==> src/rtl/core/afd_pkg.sv <==
// afd_pkg: types and constants shared by the frame deframer and its checker.
// No dependencies.

package afd_pkg;

  localparam int unsigned CFG_IDX_W = 2;

  localparam logic [7:0]  DELIM_RESET  = 8'd126;
  localparam logic [7:0]  RETRY_RESET  = 8'd10;
  localparam logic [7:0]  SUM_GOOD     = 8'hFF;
  localparam logic [7:0]  TICK_MAX     = 8'hFF;
  localparam logic [15:0] SHORT_LEN    = 16'd3;   // L below this: under 3 data bytes
  localparam logic [15:0] MSG_OFFSET   = 16'd2;   // type and source precede the message

  typedef enum logic [CFG_IDX_W-1:0] {
    REG_START_DELIM = 2'd0,
    REG_RETRY_LIMIT = 2'd1
  } reg_idx_t;

  typedef enum logic [1:0] {
    PH_HUNT   = 2'd0,
    PH_LEN_HI = 2'd1,
    PH_LEN_LO = 2'd2,
    PH_BODY   = 2'd3
  } phase_t;

  typedef enum logic [2:0] {
    KIND_MSG     = 3'd0,
    KIND_GOOD    = 3'd1,
    KIND_BADSUM  = 3'd2,
    KIND_SHORT   = 3'd3,
    KIND_TIMEOUT = 3'd4
  } kind_t;

  typedef struct packed {
    logic       command;
    logic [7:0] data_byte;
  } in_item_t;

  typedef struct packed {
    kind_t       kind;
    logic [7:0]  message_byte;
    logic [15:0] byte_index;
    logic [7:0]  frm_type;
    logic [7:0]  src_iface;
    logic [15:0] msg_len;
  } out_item_t;

endpackage

==> src/rtl/core/api_frame_deframer.sv <==
// api_frame_deframer: serial frame deframer with streaming message output.
// Depends on afd_pkg.
//
//  channel | direction | handshake            | payload
//  --------+-----------+----------------------+-----------------------------
//  in_     | input     | in_valid / in_stall  | in_item  (command, data_byte)
//  out_    | output    | out_valid / out_stall| out_item (kind .. length)
//  cfg_    | input     | cfg_valid / cfg_ready| cfg_index, cfg_data
//
// One request per cycle while in_stall is low; each request is decoded against
// the frame state in a single combinational pass and its result, if any, is
// loaded into the output register when the request is accepted.
// The output register is the only buffer: in_stall rises only while a held
// result is stalled, so a new request is taken in the cycle a result drains.
// rst_n is synchronous; it returns the deframer to hunting, empties the
// output register and restores delimiter 126 and retry limit 10.
// cfg_ready is always high.

module api_frame_deframer (
  input  logic                           clk,
  input  logic                           rst_n,
  input  logic                           in_valid,
  output logic                           in_stall,
  input  afd_pkg::in_item_t              in_item,
  output logic                           out_valid,
  input  logic                           out_stall,
  output afd_pkg::out_item_t             out_item,
  input  logic                           cfg_valid,
  output logic                           cfg_ready,
  input  logic [afd_pkg::CFG_IDX_W-1:0]  cfg_index,
  input  logic [7:0]                     cfg_data
);
  import afd_pkg::*;

  // configuration
  logic [7:0] start_delim_r;
  logic [7:0] retry_limit_r;

  // frame state
  phase_t      phase_r, phase_nxt;
  logic [15:0] frame_len_r, frame_len_nxt;
  logic [15:0] pos_r, pos_nxt;
  logic [7:0]  sum_r, sum_nxt;
  logic [7:0]  ticks_r, ticks_nxt;
  logic [7:0]  type_r, type_nxt;
  logic [7:0]  src_r, src_nxt;

  // output register
  logic      out_valid_r;
  out_item_t out_item_r;

  logic      res_valid;
  out_item_t res;

  logic        accept;
  logic        tick;
  logic [7:0]  rx;
  logic        delim_hit;
  logic [7:0]  ticks_inc;
  logic        timeout_hit;
  logic        body_last;
  logic [7:0]  sum_add;

  assign in_stall  = out_valid_r & out_stall;
  assign accept    = in_valid & ~in_stall;
  assign cfg_ready = 1'b1;
  assign out_valid = out_valid_r;
  assign out_item  = out_item_r;

  assign tick        = in_item.command;
  assign rx          = in_item.data_byte;
  assign delim_hit   = ~tick && (rx == start_delim_r);
  assign ticks_inc   = (ticks_r == TICK_MAX) ? TICK_MAX : ticks_r + 8'd1;
  assign timeout_hit = ticks_inc >= retry_limit_r;
  // last data byte (the checksum) when this byte's position reaches L
  assign body_last   = pos_r >= frame_len_r;
  assign sum_add     = sum_r + rx;

  // next phase
  always_comb begin
    phase_nxt = phase_r;
    unique case (phase_r)
      PH_HUNT: begin
        if (delim_hit) phase_nxt = PH_LEN_HI;
      end
      PH_LEN_HI: begin
        if (tick) begin
          if (timeout_hit) phase_nxt = PH_HUNT;
        end else begin
          phase_nxt = PH_LEN_LO;
        end
      end
      PH_LEN_LO: begin
        if (tick) begin
          if (timeout_hit) phase_nxt = PH_HUNT;
        end else begin
          phase_nxt = PH_BODY;
        end
      end
      PH_BODY: begin
        if (tick) begin
          if (timeout_hit) phase_nxt = PH_HUNT;
        end else if (body_last) begin
          phase_nxt = PH_HUNT;
        end
      end
      default: phase_nxt = PH_HUNT;
    endcase
  end

  // datapath and result
  always_comb begin
    frame_len_nxt = frame_len_r;
    pos_nxt       = pos_r;
    sum_nxt       = sum_r;
    ticks_nxt     = ticks_r;
    type_nxt      = type_r;
    src_nxt       = src_r;
    res_valid     = 1'b0;
    res           = '0;
    res.kind      = KIND_MSG;

    if (phase_r == PH_HUNT) begin
      if (delim_hit) begin
        frame_len_nxt = '0;
        pos_nxt       = '0;
        sum_nxt       = '0;
        ticks_nxt     = '0;
        type_nxt      = '0;
        src_nxt       = '0;
      end
    end else if (tick) begin
      ticks_nxt = ticks_inc;
      if (timeout_hit) begin
        res_valid     = 1'b1;
        res.kind      = KIND_TIMEOUT;
        res.frm_type  = type_r;
        res.src_iface = src_r;
      end
    end else begin
      unique case (phase_r)
        PH_LEN_HI: frame_len_nxt = {rx, 8'h00};
        PH_LEN_LO: begin
          frame_len_nxt = {frame_len_r[15:8], rx};
          ticks_nxt     = '0;
          pos_nxt       = '0;
        end
        default: begin
          // body byte
          sum_nxt = sum_add;
          pos_nxt = pos_r + 16'd1;
          if (pos_r == 16'd0) type_nxt = rx;
          if (pos_r == 16'd1) src_nxt  = rx;
          if (body_last) begin
            res_valid     = 1'b1;
            res.frm_type  = (pos_r == 16'd0) ? rx : type_r;
            res.src_iface = (pos_r == 16'd1) ? rx : src_r;
            if (frame_len_r < SHORT_LEN) begin
              res.kind = KIND_SHORT;
            end else begin
              res.kind    = (sum_add == SUM_GOOD) ? KIND_GOOD : KIND_BADSUM;
              res.msg_len = frame_len_r - MSG_OFFSET;
            end
          end else if (pos_r >= MSG_OFFSET) begin
            res_valid        = 1'b1;
            res.kind         = KIND_MSG;
            res.message_byte = rx;
            res.byte_index   = pos_r - MSG_OFFSET;
          end
        end
      endcase
    end
  end

  // configuration registers
  always_ff @(posedge clk) begin
    if (!rst_n) begin
      start_delim_r <= DELIM_RESET;
      retry_limit_r <= RETRY_RESET;
    end else if (cfg_valid && cfg_ready) begin
      if (cfg_index == REG_START_DELIM) start_delim_r <= cfg_data;
      if (cfg_index == REG_RETRY_LIMIT) retry_limit_r <= cfg_data;
    end
  end

  // frame state
  always_ff @(posedge clk) begin
    if (!rst_n) begin
      phase_r     <= PH_HUNT;
      frame_len_r <= '0;
      pos_r       <= '0;
      sum_r       <= '0;
      ticks_r     <= '0;
      type_r      <= '0;
      src_r       <= '0;
    end else if (accept) begin
      phase_r     <= phase_nxt;
      frame_len_r <= frame_len_nxt;
      pos_r       <= pos_nxt;
      sum_r       <= sum_nxt;
      ticks_r     <= ticks_nxt;
      type_r      <= type_nxt;
      src_r       <= src_nxt;
    end
  end

  // output register: loaded on every accepted request, cleared when drained
  always_ff @(posedge clk) begin
    if (!rst_n) begin
      out_valid_r <= 1'b0;
    end else if (accept) begin
      out_valid_r <= res_valid;
    end else if (!out_stall) begin
      out_valid_r <= 1'b0;
    end
  end

  always_ff @(posedge clk) begin
    if (accept) begin
      out_item_r <= res;
    end
  end

endmodule

==> config.mk <==
export PLATFORM = sky130hd
export DESIGN_NAME = api_frame_deframer
export DESIGN_NICKNAME = d
export VERILOG_FILES = /design/src/rtl/core/afd_pkg.sv /design/src/rtl/core/api_frame_deframer.sv
export SDC_FILE = /design/constraint.sdc
export NUM_CORES = 1
export LEC_CHECK = 0
export BUFFER_PORTS_ARGS = -buffer_cell sky130_fd_sc_hd__buf_2
export CAP_MARGIN = 25
export CORE_UTILIZATION = 55
export DETAILED_ROUTE_END_ITERATION = 6
export GPL_TIMING_DRIVEN = 1
export PLACE_DENSITY = 0.74
export SYNTH_ARGS = -nofsm -noshare
export SYNTH_HDL_FRONTEND = slang
export SYNTH_SLANG_ARGS = --single-unit
==> constraint.sdc <==
create_clock -name clk -period 3.9 [get_ports clk]
set_input_delay 0 -clock clk [delete_from_list [all_inputs] [get_ports clk]]
set_output_delay 0 -clock clk [all_outputs]
set_load 0.1 [all_outputs]
==> results of run 1 <==
-- worst max-delay path, stage by stage (launching register included) --
cell and delay, ns:
dfxtp_1 0.38, ha_1 0.29, and4_1 0.30, nand4_1 0.34, and2_1 0.32, ha_1 0.29
nor2b_1 0.04, o21ai_0 0.18, a41oi_1 0.23, nor3_1 0.38, a21oi_1 0.11, dlygate4sd3_1 0.56
a21oi_1 0.13
-- report_power, final --
part / switching (mW) / internal, mW / total, mW
sequential: 0.00972 / 1.57 / 1.58
clock: 0.613 / 0.959 / 1.57
combinational: 0.280 / 0.0651 / 0.345
total: 0.903 / 2.60 / 3.50
-- placed cells by master, fill, tap and decap left out, types with 4 or more instances in the layout --
cell and n:
nand2_1 69, nor4_1 6, and3_1 10, nor2b_1 4
clkbuf_16 18, dfxtp_1 83, a31oi_1 7, edfxtp_1 59
a211oi_1 7, a22oi_1 13, a21oi_1 64, nand2b_1 13
a22o_1 21, dlygate4sd3_1 23, o21ai_0 28, xor2_1 12
nor3_1 12, xnor2_1 42, nand3_1 35, mux2i_1 16
o221a_2 5, nand4_1 17, and2_1 13, ha_1 43
buf_4 6, nand3b_1 4, a21o_1 4, nor2_1 94
inv_1 36, buf_2 84
-- cells by family (layout without fill, tap and decap cells) --
kind of cell,Yosys count,after routing,synth area share (%)
xor gates and xnor gates,54,54,6.13
AOI/OAI and AO/OA,176,176,15.1
adders and majority gates,44,44,7.23
DFF,142,142,44.5
and+or+nand+nor,304,304,19.8
muxes,18,18,2.41
buffers and inverters,83,183,4.86
other,1,1,0.0486
-- worst min path at each step --
stage,from,to,depth (start not counted)
5_1_grt,rst_n,retry_limit_r[1],2
3_3_place_gp,cfg_data[5],start_delim_r[5],3
3_5_place_dp,cfg_data[2],start_delim_r[2],3
2_1_floorplan,cfg_data[1],start_delim_r[1],2
6_report,rst_n,retry_limit_r[1],2
4_1_cts,in_item[8],ticks_r[6],3
-- routing by layer --
layer	wire length, um	vias up	global-route usage [%]
met5	0	-	0
met4	521	0	12.0
met3	1340	56	6.70
met2	9530	283	46.8
met1	7940	3099	34.3
li1	-	3106	-
-- stage by stage --
stage | hold WS, ns | std cells | setup WS [ns] | util [%]
after floorplan | 0.124 | 822 | 0.929 | -
after global placement | 0.242 | 1043 | 0.698 | 60.8
after detailed placement | 0.245 | 1043 | 0.516 | 60.8
after CTS | 0.00495 | 1098 | 0.245 | 66.8
after global routing | 0.0535 | 1098 | 0.0315 | 66.8
final | 0.0379 | 1098 | 0.266 | 66.8
-- area by class of cell --
class,count,area (um^2),share of cell area (%)
clock inverters,10,83.8,0.933
flip-flops and latches,142,3430,38.2
multi-input cells,597,3910,43.5
well taps,176,220,2.45
inverters,38,143,1.59
repair buffers,113,696,7.74
clock buffers,22,495,5.52
-- state kept, by name, summed over array words and instances, names as in the netlist --
register and cells:
out_item 59, frame_len_r 16, pos_r 16, retry_limit_r 8
src_r 8, start_delim_r 8, sum_r 8, ticks_r 8
type_r 8, phase_r 2, out_valid 1
-- timing repair --
item / CTS / global route
buffers inserted: 0 / 0
endpoints found under the hold margin: 34 / 0
hold buffers: 23 / 0
==> run summary, run 1 <==
GPL Wtd Cong: 0.869
Post-DP Area: 8170 um^2
CP endpoint kind: register
crit path time final: 3.63 ns
DRC viols: 0
Worst R2R Setup Slack: 0.27 ns
io pins: 86
Reg clk slew, reported paths: 0.06 ns
Die ar.: 14500 um^2
count of final setup violators: 0
share of cells above drive strength 1: 16.4%
Synth top cells by count: nor2_1, dfxtp_1, nand2_1
pwr dens: 390 nW/um^2
layout filler cell count: 1086
EDFF count, synth: 59
worst min path class: in -> reg
initial detailed-routing violation count: 636
total wire length: 19300 um
area of the core: 13500 um^2
first-pass detailed-route iteration total: 6
Seq cells post-synth: 142
CP required: 4.25 ns
ant diodes: 0
synthesized area: 7720 um^2
Startpoint Class: register
clk root buf: clkbuf_16
FFs w/ async S/R, synth: 0%
critical path endpoint: out_valid
Vias: 6544
unrepaired setup endpoints after global routing: no
gate count after technology mapping: 822
worst-case reg-to-reg path depth: 12
crit path max fanout: 11
crit path DAT: 3.99 ns
Seq/Total Area, Yosys: 44.5%
pin count of the biggest net entering global routing: 41
synth top area cells: edfxtp_1, dfxtp_1, ha_1, xnor2_1, nor2_1
worst r2r dst: out_valid
Power Total: 3.50 mW
Buffers on Ports: 84
Slew Viols, Final: 0
CTS Sinks: 142
period utilization: 93.2%
Yosys top cell by area: edfxtp_1
top_reg_cell synth: dfxtp_1
Max transition margin: 34.7%
CTS tree: built
Global Route Usage Sum: 27.9%
DP HPWL: 13100 um
number of antenna violations at the first check in global routing: 0
layout net count: 977
Design Area, Final: 8980 um^2
vias in the first global route: 6398
syn nets: 890
Setup Skew: 0.00791 ns
Resized cells post-CTS: 0
Hold Vio Cnt, Final: 0
Worst-Margin Slew: 0.979 ns
Max-Cap Viols: 0
row count: 42
Num CTS Buffers: 17
Routed Antenna Nets: 0
Chip Width: 120 um
setup TNS: 0 ns
clk buf depth: 2
Skew-Pair Late Insertion Delay: 0.43 ns
Die Ht: 120 um
Yosys cell types: 74
global-route wire length before repair: 31400 um
Avg WL per Cell: 17.6 um
Setup CP Type: reg -> reg
Pleak: 3.65 nW
GRT overflow: 0
Via-to-Cell Ratio: 5.96
initial core utilization: 57.4%
Yosys Warn Count: 0
Max Clock Freq: 275 MHz
Syn Area/Cell: 9.39 um^2
Worst Setup SP: ticks_r[0]
top-area cell type share of the netlist area: 22.9%
synthesis-to-finish area growth: 16.4%
peak supply drop: 0.291 mV
outcome: finished clean
R2R Path Start: ticks_r[0]
H-tree depth: 4
most common cell in the netlist: nor2_1
No activity file was read; power rests on OpenSTA's default activity.
==> run 2: changes to the inputs <==
- clock period: 3.9 -> 4.29 ns (I/O delays scaled with it)
==> run 2 against run 1 <==
Sequential power down 9%. Utilization down 0.20 points. Worst setup slack better by 0.32 ns. Non-clock buffer count down 3. Register-to-register slack better by 0.32 ns. Hold slack worse by 0.0047 ns. Critical path type unchanged. Critical endpoint unchanged. Largest power group unchanged.
==> run summary, run 2 (synthesized netlist as in run 1, its figures left out) <==
Max-Cap Viols: 0 (unchanged)
Skew-Pair Late Insertion Delay: 0.42 ns (was 0.43 ns)
GPL Wtd Cong: 0.861 (was 0.869)
synthesis-to-finish area growth: 16.0% (was 16.4%)
period utilization: 86.4% (was 93.2%)
Num CTS Buffers: 17 (unchanged)
ant diodes: 0 (unchanged)
clk root buf: clkbuf_16 (unchanged)
R2R Path Start: ticks_r[0] (unchanged)
Startpoint Class: register (unchanged)
Post-DP Area: 8170 um^2 (about the same)
Setup Skew: 0.00827 ns (was 0.00791 ns)
worst min path class: in -> reg (unchanged)
critical path endpoint: out_valid (unchanged)
share of cells above drive strength 1: 16.1% (was 16.4%)
layout net count: 974 (was 977)
Chip Width: 120 um (unchanged)
Design Area, Final: 8950 um^2 (was 8980 um^2)
DRC viols: 0 (unchanged)
worst-case reg-to-reg path depth: 12 (unchanged)
initial detailed-routing violation count: 666 (was 636)
crit path time final: 3.71 ns (was 3.63 ns)
number of antenna violations at the first check in global routing: 0 (unchanged)
fin cells: 1095 (was 1098)
Die Ht: 120 um (unchanged)
clk buf depth: 2 (unchanged)
CTS tree: built (unchanged)
Avg WL per Cell: 17.5 um (was 17.6 um)
worst r2r dst: out_valid (unchanged)
CP required: 4.64 ns (was 4.25 ns)
post-CTS setup buffers: 0 (unchanged)
Setup CP Type: reg -> reg (unchanged)
first-pass detailed-route iteration total: 5 (was 6)
Reg clk slew, reported paths: 0.06 ns (about the same)
Vias: 6503 (was 6544)
count of final setup violators: 0 (unchanged)
io pins: 86 (unchanged)
Pleak: 3.65 nW (about the same)
crit path DAT: 4.05 ns (was 3.99 ns)
CTS Sinks: 142 (unchanged)
global-route wire length before repair: 31200 um (was 31400 um)
peak supply drop: 0.273 mV (was 0.291 mV)
CP endpoint kind: register (unchanged)
Worst Setup SP: ticks_r[0] (unchanged)
unrepaired setup endpoints after global routing: no (unchanged)
H-tree depth: 4 (unchanged)
placed cells: 1042 (was 1043)
DP HPWL: 13300 um (was 13100 um)
Via-to-Cell Ratio: 5.94 (was 5.96)
pwr dens: 354 nW/um^2 (was 390 nW/um^2)
Max Clock Freq: 270 MHz (was 275 MHz)
GRT overflow: 0 (unchanged)
vias in the first global route: 6386 (was 6398)
commonest cells after routing, fill and taps aside: nor2_1, buf_2, dfxtp_1 (unchanged)
Slew Viols, Final: 0 (unchanged)
Hold Vio Cnt, Final: 0 (unchanged)
Power Total: 3.17 mW (was 3.50 mW)
Die ar.: 14500 um^2 (unchanged)
outcome: finished clean (unchanged)
Max transition margin: 33.0% (was 34.7%)
Global Route Usage Sum: 27.8% (was 27.9%)
Routed Antenna Nets: 0 (unchanged)
Buffers on Ports: 84 (unchanged)
Resized cells post-CTS: 0 (unchanged)
most common cell after layout, fill and taps aside: nor2_1 (unchanged)
max FFs per register: 59 (unchanged)
setup TNS: 0 ns (unchanged)
area of the core: 13500 um^2 (unchanged)
crit path max fanout: 11 (unchanged)
initial core utilization: 57.4% (unchanged)
pin count of the biggest net entering global routing: 34 (was 41)
total wire length: 19200 um (was 19300 um)
cts-stage hold buffer count: 21 (was 23)
Worst R2R Setup Slack: 0.58 ns (was 0.27 ns)
row count: 42 (unchanged)
Worst-Margin Slew: 1.00 ns (was 0.979 ns)
-- run 2: where the power goes --
part	leakage [nW]	internal, mW	switching [mW]
clock network	0.290	0.882	0.542
logic	2.08	0.0585	0.252
registers	1.28	1.43	0.00905
-- run 2: per-layer routing --
metal	wire length [um]	vias to the layer above	track usage, %
li1	-	3102	-
met1	7950	3099	34.7
met2	9470	268	47.2
met3	1340	34	6.13
met4	403	0	9.80
met5	0	-	0
-- run 2: cell type report --
class                           count  area [um^2]
Fill cell                        1097         4500
Sequential cell                   142         3430
Timing Repair Buffer              110          668
Tap cell                          176          220
Multi-Input combinational cell    597         3910
Inverter                           38          143
Clock buffer                       28          559
Clock inverter                      4         20.0
-- run 2: worst max-delay path: stages (launching register included) --
cell           delay (ns)
dfxtp_1              0.38
ha_1                 0.29
and4_1               0.31
nand4_1              0.37
and2_1               0.33
ha_1                 0.28
nor2b_1              0.04
o21ai_0              0.18
a41oi_1              0.21
nor3_1               0.42
a21oi_1              0.12
dlygate4sd3_1        0.56
a21oi_1              0.14
-- run 2: worst min-delay path by stage --
stage | depth (start not counted) | slack [ns] | start | end
6_report | 3 | 0.03 | in_item[8] | ticks_r[6]
5_1_grt | 3 | 0.06 | in_item[8] | ticks_r[6]
4_1_cts | 3 | 0.01 | in_item[8] | ticks_r[6]
3_5_place_dp | 3 | 0.25 | cfg_data[2] | start_delim_r[2]
3_3_place_gp | 3 | 0.24 | cfg_data[5] | start_delim_r[5]
2_1_floorplan | 2 | 0.12 | cfg_data[1] | start_delim_r[1]
-- run 2: metrics by stage --
step / setup WS [ns] / utilization (%) / hold slack [ns]
after floorplan: 1.32 / - / 0.124
after global placement: 1.07 / 60.7 / 0.243
after detailed placement: 0.921 / 60.7 / 0.250
after CTS: 0.583 / 66.6 / 0.00991
after global routing: 0.292 / 66.6 / 0.0570
final: 0.584 / 66.6 / 0.0332
